$ cat src/sv/lfu_pkg.sv
// Shared types and constants of the cache table.
// No dependencies.
package lfu_pkg;
  localparam int unsigned Depth = 16;
  localparam int unsigned IdxW = $clog2(Depth);
  localparam int unsigned CntW = IdxW + 1;
  localparam logic [15:0] CountMax = 16'hFFFF;
  localparam logic OpGet = 1'b0;
  localparam logic OpPut = 1'b1;

  // Commands from the controller to the datapath.
  typedef struct packed {
    logic load;
    logic scan_clr;
    logic scan_step;
    logic commit;
  } lfu_cmd_t;

  // Status from the datapath to the controller.
  typedef struct packed {
    logic scan_last;
  } lfu_sts_t;
endpackage

$ cat src/sv/lfu_ctrl.sv
// Controller of the cache table: sequences load, scan and commit.
// Depends on lfu_pkg.
module lfu_ctrl import lfu_pkg::*; (
  input  logic     clk_i,
  input  logic     rst_ni,
  input  logic     start,
  output logic     busy,
  output logic     strobe,
  output lfu_cmd_t cmd_o,
  input  lfu_sts_t sts_i
);
  typedef enum logic [3:0] {
    StIdle = 4'b0001,
    StScan = 4'b0010,
    StDone = 4'b0100,
    StOut  = 4'b1000
  } state_e;

  state_e state_q, state_d;

  // Next state and commands.
  always_comb begin
    state_d = state_q;
    cmd_o   = '0;
    case (state_q)
      StIdle: begin
        if (start) begin
          cmd_o.load     = 1'b1;
          cmd_o.scan_clr = 1'b1;
          state_d        = StScan;
        end
      end
      StScan: begin
        cmd_o.scan_step = 1'b1;
        if (sts_i.scan_last) state_d = StDone;
      end
      StDone: begin
        cmd_o.commit = 1'b1;
        state_d      = StOut;
      end
      StOut: state_d = StIdle;
      default: state_d = StIdle;
    endcase
  end

  always_ff @(posedge clk_i or negedge rst_ni) begin
    if (!rst_ni) state_q <= StIdle;
    else state_q <= state_d;
  end

  assign busy   = (state_q != StIdle);
  assign strobe = (state_q == StOut);
endmodule

$ cat src/sv/lfu_dpath.sv
// Datapath of the cache table: entry storage, scan unit and result registers.
// Depends on lfu_pkg.
module lfu_dpath import lfu_pkg::*; (
  input  logic        clk_i,
  input  logic        rst_ni,
  input  lfu_cmd_t    cmd_i,
  output lfu_sts_t    sts_o,
  input  logic        opcode_i,
  input  logic [31:0] key_i,
  input  logic [31:0] value_i,
  input  logic [4:0]  cap_i,
  output logic        hit_o,
  output logic [31:0] read_value_o,
  output logic        evicted_o,
  output logic [31:0] evicted_key_o
);
  logic [Depth-1:0] valid_q;
  logic [31:0] key_q [Depth];
  logic [31:0] val_q [Depth];
  logic [15:0] cnt_q [Depth];
  logic [39:0] stamp_q [Depth];
  logic [39:0] stamp_ctr_q;

  logic        op_q;
  logic [31:0] ikey_q, ival_q;
  logic [IdxW-1:0] idx_q;
  logic        hit_q, hfree_q, have_q;
  logic [IdxW-1:0] found_q, free_q, vic_q;
  logic [CntW-1:0] used_q;
  logic [15:0] vcnt_q;
  logic [39:0] vstamp_q;
  logic [31:0] vkey_q;

  assign sts_o.scan_last = (idx_q == IdxW'(Depth - 1));

  // Capacity clipped to the table depth.
  logic [CntW-1:0] cap_eff;
  assign cap_eff = (32'(cap_i) > Depth) ? CntW'(Depth) : CntW'(cap_i);

  // Scan state, one entry per cycle.
  logic cur_better;
  always_comb begin
    cur_better = !have_q || (cnt_q[idx_q] < vcnt_q) ||
                 ((cnt_q[idx_q] == vcnt_q) && (stamp_q[idx_q] < vstamp_q));
  end

  always_ff @(posedge clk_i or negedge rst_ni) begin
    if (!rst_ni) begin
      idx_q <= '0; hit_q <= 1'b0; hfree_q <= 1'b0; have_q <= 1'b0; used_q <= '0;
    end else if (cmd_i.scan_clr) begin
      idx_q <= '0; hit_q <= 1'b0; hfree_q <= 1'b0; have_q <= 1'b0; used_q <= '0;
    end else if (cmd_i.scan_step) begin
      idx_q <= idx_q + 1'b1;
      if (valid_q[idx_q]) begin
        used_q <= used_q + 1'b1;
        if (!hit_q && key_q[idx_q] == ikey_q) begin
          hit_q <= 1'b1;
          found_q <= idx_q;
        end
        if (cur_better) begin
          have_q <= 1'b1;
          vic_q <= idx_q;
          vcnt_q <= cnt_q[idx_q];
          vstamp_q <= stamp_q[idx_q];
          vkey_q <= key_q[idx_q];
        end
      end else if (!hfree_q) begin
        hfree_q <= 1'b1;
        free_q <= idx_q;
      end
    end
  end

  always_ff @(posedge clk_i) begin
    if (cmd_i.load) begin
      op_q <= opcode_i; ikey_q <= key_i; ival_q <= value_i;
    end
  end

  // Commit: decide the action and produce the result.
  logic need_evict;
  assign need_evict = (used_q >= cap_eff) || !hfree_q;

  always_ff @(posedge clk_i or negedge rst_ni) begin
    if (!rst_ni) begin
      valid_q <= '0;
      stamp_ctr_q <= '0;
    end else if (cmd_i.commit) begin
      if (hit_q && (op_q == OpGet || cap_eff != '0)) begin
        stamp_ctr_q <= stamp_ctr_q + 40'd1;
      end else if (op_q == OpPut && cap_eff != '0 && !hit_q &&
                   (!need_evict || have_q)) begin
        valid_q[need_evict ? vic_q : free_q] <= 1'b1;
        stamp_ctr_q <= stamp_ctr_q + 40'd1;
      end
    end
  end

  always_ff @(posedge clk_i) begin
    if (cmd_i.commit) begin
      hit_o <= hit_q;
      read_value_o <= '0;
      evicted_o <= 1'b0;
      evicted_key_o <= '0;
      if (op_q == OpGet) begin
        if (hit_q) begin
          read_value_o <= val_q[found_q];
          if (cnt_q[found_q] < CountMax) cnt_q[found_q] <= cnt_q[found_q] + 16'd1;
          stamp_q[found_q] <= stamp_ctr_q;
        end else begin
          read_value_o <= '1;
        end
      end else if (cap_eff != '0) begin
        if (hit_q) begin
          val_q[found_q] <= ival_q;
          if (cnt_q[found_q] < CountMax) cnt_q[found_q] <= cnt_q[found_q] + 16'd1;
          stamp_q[found_q] <= stamp_ctr_q;
        end else if (!need_evict || have_q) begin
          if (need_evict) begin
            evicted_o <= 1'b1;
            evicted_key_o <= vkey_q;
          end
          key_q[need_evict ? vic_q : free_q] <= ikey_q;
          val_q[need_evict ? vic_q : free_q] <= ival_q;
          cnt_q[need_evict ? vic_q : free_q] <= 16'd1;
          stamp_q[need_evict ? vic_q : free_q] <= stamp_ctr_q;
        end
      end
    end
  end
endmodule

$ cat src/sv/lfu_cache_table.sv
// LFU cache table with LRU tie-break over 16 entries. The start edge loads the item; the
// controller then runs a scan that visits one entry per cycle for both the key match and
// the victim search, then a commit state and a result state with the result strobe high.
// Busy drops at the edge that ends the result state; a new item is accepted only while
// busy is low, so none is taken before the last is through. The result strobe lasts one
// cycle and cannot be held off; capture it when it appears. Capacity must be written
// through the cfg channel only while busy is low; the block itself does not enforce this.
module lfu_cache_table import lfu_pkg::*; (
  input  logic        clk_i,
  input  logic        rst_ni,
  input  logic        start,
  output logic        busy,
  input  logic        opcode_i,
  input  logic [31:0] key_i,
  input  logic [31:0] value_i,
  output logic        strobe,
  output logic        hit_o,
  output logic [31:0] read_value_o,
  output logic        evicted_o,
  output logic [31:0] evicted_key_o,
  input  logic        cfg_valid,
  output logic        cfg_ready,
  input  logic [4:0]  cfg_data_i
);
  lfu_cmd_t cmd;
  lfu_sts_t sts;
  logic [4:0] cap_q;

  // Capacity register.
  assign cfg_ready = 1'b1;
  always_ff @(posedge clk_i or negedge rst_ni) begin
    if (!rst_ni) cap_q <= 5'd16;
    else if (cfg_valid && cfg_ready) cap_q <= cfg_data_i;
  end

  lfu_ctrl u_ctrl (.clk_i, .rst_ni, .start(start && !busy), .busy, .strobe,
                   .cmd_o(cmd), .sts_i(sts));

  lfu_dpath u_dpath (.clk_i, .rst_ni, .cmd_i(cmd), .sts_o(sts), .opcode_i,
                     .key_i, .value_i, .cap_i(cap_q), .hit_o, .read_value_o,
                     .evicted_o, .evicted_key_o);
endmodule

$ cat config.mk
export PLATFORM = sky130hd
export DESIGN_NAME = lfu_cache_table
export DESIGN_NICKNAME = d
export VERILOG_FILES = /design/src/sv/lfu_pkg.sv /design/src/sv/lfu_ctrl.sv /design/src/sv/lfu_dpath.sv /design/src/sv/lfu_cache_table.sv
export SDC_FILE = /design/constraint.sdc
export NUM_CORES = 2
export LEC_CHECK = 0
export ABC_AREA = 0
export BUFFER_PORTS_ARGS = -buffer_cell sky130_fd_sc_hd__buf_2
export CORE_MARGIN = 2
export CORE_UTILIZATION = 60
export CTS_BUF_LIST = sky130_fd_sc_hd__clkbuf_2 sky130_fd_sc_hd__clkbuf_4 sky130_fd_sc_hd__clkbuf_8
export CTS_CLUSTER_DIAMETER = 40
export CTS_CLUSTER_SIZE = 40
export DETAILED_ROUTE_END_ITERATION = 12
export PLACE_DENSITY = 0.79
export SLEW_MARGIN = 15
export SYNTH_ARGS = -nofsm -noshare
export SYNTH_HDL_FRONTEND = slang
export SYNTH_SLANG_ARGS = --single-unit
$ cat constraint.sdc
create_clock -name clk_i -period 11.03 [get_ports clk_i]
set_input_delay 0.5515 -clock clk_i [delete_from_list [all_inputs] [get_ports clk_i]]
set_output_delay 0.5515 -clock clk_i [all_outputs]
set_load 0.03 [all_outputs]
==> flow_results.xml <==
<?xml version="1.0" encoding="UTF-8"?>
<metrics>
  <group name="logic_synthesis">
    <metric name="synth.mux.area_fraction" unit="">0.172</metric>
    <metric name="synth_xor_area_frac" unit="">0.00905</metric>
    <metric name="netlist_area" unit="um2">89000</metric>
    <metric name="synth.yosys.warnings" unit="">0</metric>
    <metric name="synth.net_count" unit="">4300</metric>
    <metric name="synth_top_family_by_area" unit="">multiplexers</metric>
    <metric name="post_synth_and_or_nand_nor_area_fraction" unit="">0.0265</metric>
    <metric name="synth_compound_area_frac" unit="">0.0200</metric>
    <metric name="post_synth.cell_area_avg" unit="um2">21.4</metric>
    <metric name="adder_and_majority_cell_fraction_of_the_synthesized_area" unit="">0.00899</metric>
    <metric name="synth_largest_type_area_fraction" unit="">0.725</metric>
    <metric name="synth_enable_flop_cells" unit="">2151</metric>
    <metric name="synth_top_cells_by_area" unit="">sky130_fd_sc_hd__edfxtp_1, sky130_fd_sc_hd__mux4_2, sky130_fd_sc_hd__dfrtp_1, sky130_fd_sc_hd__mux2i_1, sky130_fd_sc_hd__ha_1</metric>
    <metric name="synth_sequential_area_ratio" unit="">0.748</metric>
    <metric name="synth_largest_area_cell" unit="">sky130_fd_sc_hd__edfxtp_1</metric>
    <metric name="yosys_most_used_dff" unit="">sky130_fd_sc_hd__edfxtp_1</metric>
    <metric name="netlist-cell-type-count" unit="">81</metric>
    <metric name="yosys_register_bits" unit="">2232</metric>
    <metric name="syn-instance-count" unit="">4162</metric>
    <metric name="synth_async_sr_flop_share" unit="">0.0345</metric>
  </group>
  <group name="finish">
    <metric name="final_design_area_no_fill" unit="um2">98900</metric>
    <metric name="fill_cells" unit="">8903</metric>
    <metric name="final_layout_size_suffix_gt1_frac" unit="">0.300</metric>
    <metric name="commonest_cells_after_routing_fill_and_taps_aside" unit="">sky130_fd_sc_hd__edfxtp_1, sky130_fd_sc_hd__mux4_2, sky130_fd_sc_hd__clkbuf_8</metric>
    <metric name="final_net_count" unit="">4662</metric>
    <metric name="ff_latch_area" unit="um2">66600</metric>
    <metric name="multi_input_comb_area" unit="um2">21500</metric>
    <metric name="layout.cells.most_common" unit="">sky130_fd_sc_hd__edfxtp_1</metric>
    <metric name="area_growth_from_synthesis_to_layout" unit="%">11.1</metric>
  </group>
  <group name="placement">
    <metric name="io_buffers" unit="">141</metric>
    <metric name="post_dp_cell_area" unit="um2">92500</metric>
    <metric name="dp_hpwl" unit="um">104000</metric>
    <metric name="detailedPlace.worstSlack" unit="ns">3.93</metric>
    <metric name="gp_congestion" unit="">0.812</metric>
  </group>
  <group name="clocking">
    <metric name="cts_max_path_buffers" unit="">3</metric>
    <metric name="clock_slew_at_the_register_clock_pins_of_the_worst_setup_and_hold_paths" unit="ns">0.10</metric>
    <metric name="htree_levels" unit="">4</metric>
    <metric name="root_buffer" unit="">sky130_fd_sc_hd__clkbuf_8</metric>
    <metric name="post_cts_resize_count" unit="">0</metric>
    <metric name="cts.sinks" unit="">2232</metric>
    <metric name="cts_tree" unit="">yes</metric>
    <metric name="worst_skew_pair.late_latency" unit="ns">1.05</metric>
    <metric name="cts-buffers-inserted" unit="">240</metric>
  </group>
  <group name="pwr">
    <metric name="leakagePower" unit="nW">33.5</metric>
    <metric name="power-per-cell-area" unit="nW/um2">180</metric>
    <metric name="ir_drop" unit="uV">189</metric>
  </group>
  <group name="detailed_routing">
    <metric name="wire_length_per_cell_after_detailed_routing" unit="um">30.0</metric>
    <metric name="first_pass_drt_iterations" unit="">7</metric>
    <metric name="finalWirelength" unit="um">200000</metric>
    <metric name="drt_drc_violations_left" unit="">0</metric>
    <metric name="routed-via-count" unit="">44100</metric>
    <metric name="detail-route-antenna-nets" unit="">0</metric>
    <metric name="via_per_inst" unit="">6.61</metric>
    <metric name="initial_drc_count" unit="">4959</metric>
  </group>
  <group name="setup_path">
    <metric name="rr_worst_depth" unit="">14</metric>
    <metric name="cp-end-kind" unit="">flip-flop</metric>
    <metric name="crit_path_launch_type" unit="">flip-flop</metric>
    <metric name="crit_required" unit="ns">11.66</metric>
    <metric name="crit_arrival" unit="ns">7.65</metric>
    <metric name="criticalPathCategory" unit="">reg -&gt; reg</metric>
    <metric name="crit_fanout" unit="">41</metric>
  </group>
  <group name="floorplan">
    <metric name="num_ports" unit="">143</metric>
    <metric name="overall_die_area" unit="um2">151000</metric>
    <metric name="start_util" unit="">0.604</metric>
    <metric name="fp.dieH" unit="um">389</metric>
    <metric name="design.core.area" unit="um2">147000</metric>
    <metric name="core.rowCount" unit="">141</metric>
    <metric name="die_w" unit="um">389</metric>
  </group>
  <group name="timing">
    <metric name="worstMarginPinSlew" unit="ns">1.29</metric>
    <metric name="fmax" unit="GHz">0.142</metric>
    <metric name="final_number_of_max_transition_violations" unit="">0</metric>
    <metric name="fin_setup_tns" unit="ns">0</metric>
    <metric name="slew-limit-headroom" unit="">0.135</metric>
    <metric name="skew" unit="ns">0.0968</metric>
    <metric name="rsz0062_at_grt" unit="">no</metric>
    <metric name="post-route-worst-setup-slack" unit="ns">4.01</metric>
    <metric name="final.period_utilization" unit="">0.637</metric>
    <metric name="finalHoldViolCount" unit="">0</metric>
    <metric name="final_setup_violations" unit="">0</metric>
    <metric name="period_minus_slack" unit="ns">7.02</metric>
  </group>
  <group name="grt">
    <metric name="first_global_vias" unit="">45100</metric>
    <metric name="globalRouteOverflowTotal" unit="">0</metric>
    <metric name="grt_max_degree" unit="">133</metric>
    <metric name="grt_pass1_wl" unit="um">294000</metric>
    <metric name="grt_usage" unit="">0.267</metric>
    <metric name="grt_antenna_before_repair" unit="">4</metric>
  </group>
  <group name="run_status">
    <metric name="run_status" unit="">complete, no violations</metric>
  </group>
  <group name="run">
    <metric name="timing.max_cap.violations" unit="">0</metric>
  </group>
  <group name="min_path">
    <metric name="hold_path_class" unit="">in -&gt; async</metric>
  </group>
</metrics>
## synth_stat cells, types with 22 or more instances
master / n
sky130_fd_sc_hd__clkbuf_1: 84
sky130_fd_sc_hd__buf_1: 22
sky130_fd_sc_hd__nand4_1: 34
sky130_fd_sc_hd__xnor2_1: 61
sky130_fd_sc_hd__edfxtp_1: 2151
sky130_fd_sc_hd__a22oi_1: 35
sky130_fd_sc_hd__ha_1: 64
sky130_fd_sc_hd__mux2i_1: 121
sky130_fd_sc_hd__mux4_2: 599
sky130_fd_sc_hd__and2_1: 38
sky130_fd_sc_hd__mux2_2: 32
sky130_fd_sc_hd__nor3_1: 81
sky130_fd_sc_hd__dfrtp_1: 75
sky130_fd_sc_hd__inv_1: 82
sky130_fd_sc_hd__a21oi_1: 58
sky130_fd_sc_hd__nand2_1: 60
sky130_fd_sc_hd__nor2_1: 133
sky130_fd_sc_hd__xor2_1: 31
sky130_fd_sc_hd__o21ai_0: 28
sky130_fd_sc_hd__buf_2: 65
sky130_fd_sc_hd__nand3_1: 36
## cell families (layout without fill, tap and decap cells)
logic type,Yosys count,after routing
other,1,3
multiplexers,765,765
AO/OA/AOI/OAI,257,257
XOR/XNOR,92,92
adder cells (fa/ha/maj),64,64
AND/OR/NAND/NOR,466,466
buffers and inverters,285,860
flip-flops,2232,2232
## area by class of cell
cell class | instances | share of cell area
Clock inverter | 201 | 0.0232
Inverter | 84 | 0.00325
Tap cell | 1930 | 0.0244
Clock buffer | 254 | 0.0346
Sequential cell | 2232 | 0.674
Antenna cell | 2 | 0.0000506
Timing Repair Buffer | 321 | 0.0233
Multi-Input combinational cell | 1645 | 0.218
## per-stage QoR
stage	utilization	hold slack, ns	std cells	power [mW]
6_report	0.671	0.126	6669	17.8
3_5_place_dp	0.627	0.456	6140	11.9
2_1_floorplan	-	0.256	4162	11.3
4_1_cts	0.671	0.0440	6667	17.9
5_1_grt	0.671	0.0821	6669	18.3
3_3_place_gp	0.627	0.450	6140	11.8
## power breakdown
part / switching (mW) / total (mW) / internal (mW)
logic: 1.08 / 1.95 / 0.866
clock network: 3.41 / 6.10 / 2.69
registers: 0.252 / 9.74 / 9.49
## worst max-delay path, cell delays in order, from the launching register on
cell	delay (ns)
sky130_fd_sc_hd__dfrtp_4	0.85
sky130_fd_sc_hd__buf_4	0.75
sky130_fd_sc_hd__mux4_2	0.59
sky130_fd_sc_hd__mux4_2	0.50
sky130_fd_sc_hd__ha_1	0.33
sky130_fd_sc_hd__a21o_1	0.17
sky130_fd_sc_hd__a21o_1	0.17
sky130_fd_sc_hd__a21oi_1	0.30
sky130_fd_sc_hd__o211a_1	0.18
sky130_fd_sc_hd__o211ai_1	0.15
sky130_fd_sc_hd__a211oi_1	0.26
sky130_fd_sc_hd__o21ai_0	0.23
sky130_fd_sc_hd__a31oi_4	0.61
sky130_fd_sc_hd__buf_4	0.72
sky130_fd_sc_hd__buf_4	0.66
## flip-flops by register name, summed over array words and instances (netlist names), 4 cells and up, named ones only
register / flops
u_dpath.key_q: 512
u_dpath.valid_q: 16
u_dpath.ival_q: 32
cap_q: 5
u_dpath.vstamp_q: 40
u_dpath.free_q: 4
u_dpath.found_q: 4
u_dpath.stamp_q: 640
u_dpath.stamp_ctr_q: 40
u_dpath.vkey_q: 32
u_dpath.read_value_o: 32
u_dpath.used_q: 5
u_dpath.vcnt_q: 16
u_dpath.val_q: 512
u_dpath.cnt_q: 256
u_dpath.ikey_q: 32
u_ctrl.state_q: 4
u_dpath.evicted_key_o: 32
u_dpath.idx_q: 4
u_dpath.vic_q: 4
## what timing repair did
item,in CTS,in global routing
buffers inserted,0,0
hold endpoints to repair,93,0
hold buffers,72,0
## metal layers
metal / global-route usage / vias up / wire length (um)
met3: 0.0448 / 353 / 17300
met2: 0.433 / 2470 / 99800
met5: 0 / - / 0
li1: - / 18100 / -
met4: 0.0840 / 0 / 5620
met1: 0.378 / 23100 / 77200
## path summary, 6_finish.rpt
check	slack (ns)	from	endpoint
min reg2reg	0.48	u_dpath.valid_q[13]	u_dpath.valid_q[13]
max reg2reg	4.01	u_dpath.idx_q[0]	u_dpath.vkey_q[28]
min in group clk_i	0.14	start	u_dpath.used_q[0]
max in group asynchronous	9.65	rst_ni	u_dpath.idx_q[2]
min	0.13	rst_ni	u_dpath.idx_q[1]
max	4.01	u_dpath.idx_q[0]	u_dpath.vkey_q[28]
Note: power is estimated with default switching activity, not from simulation.
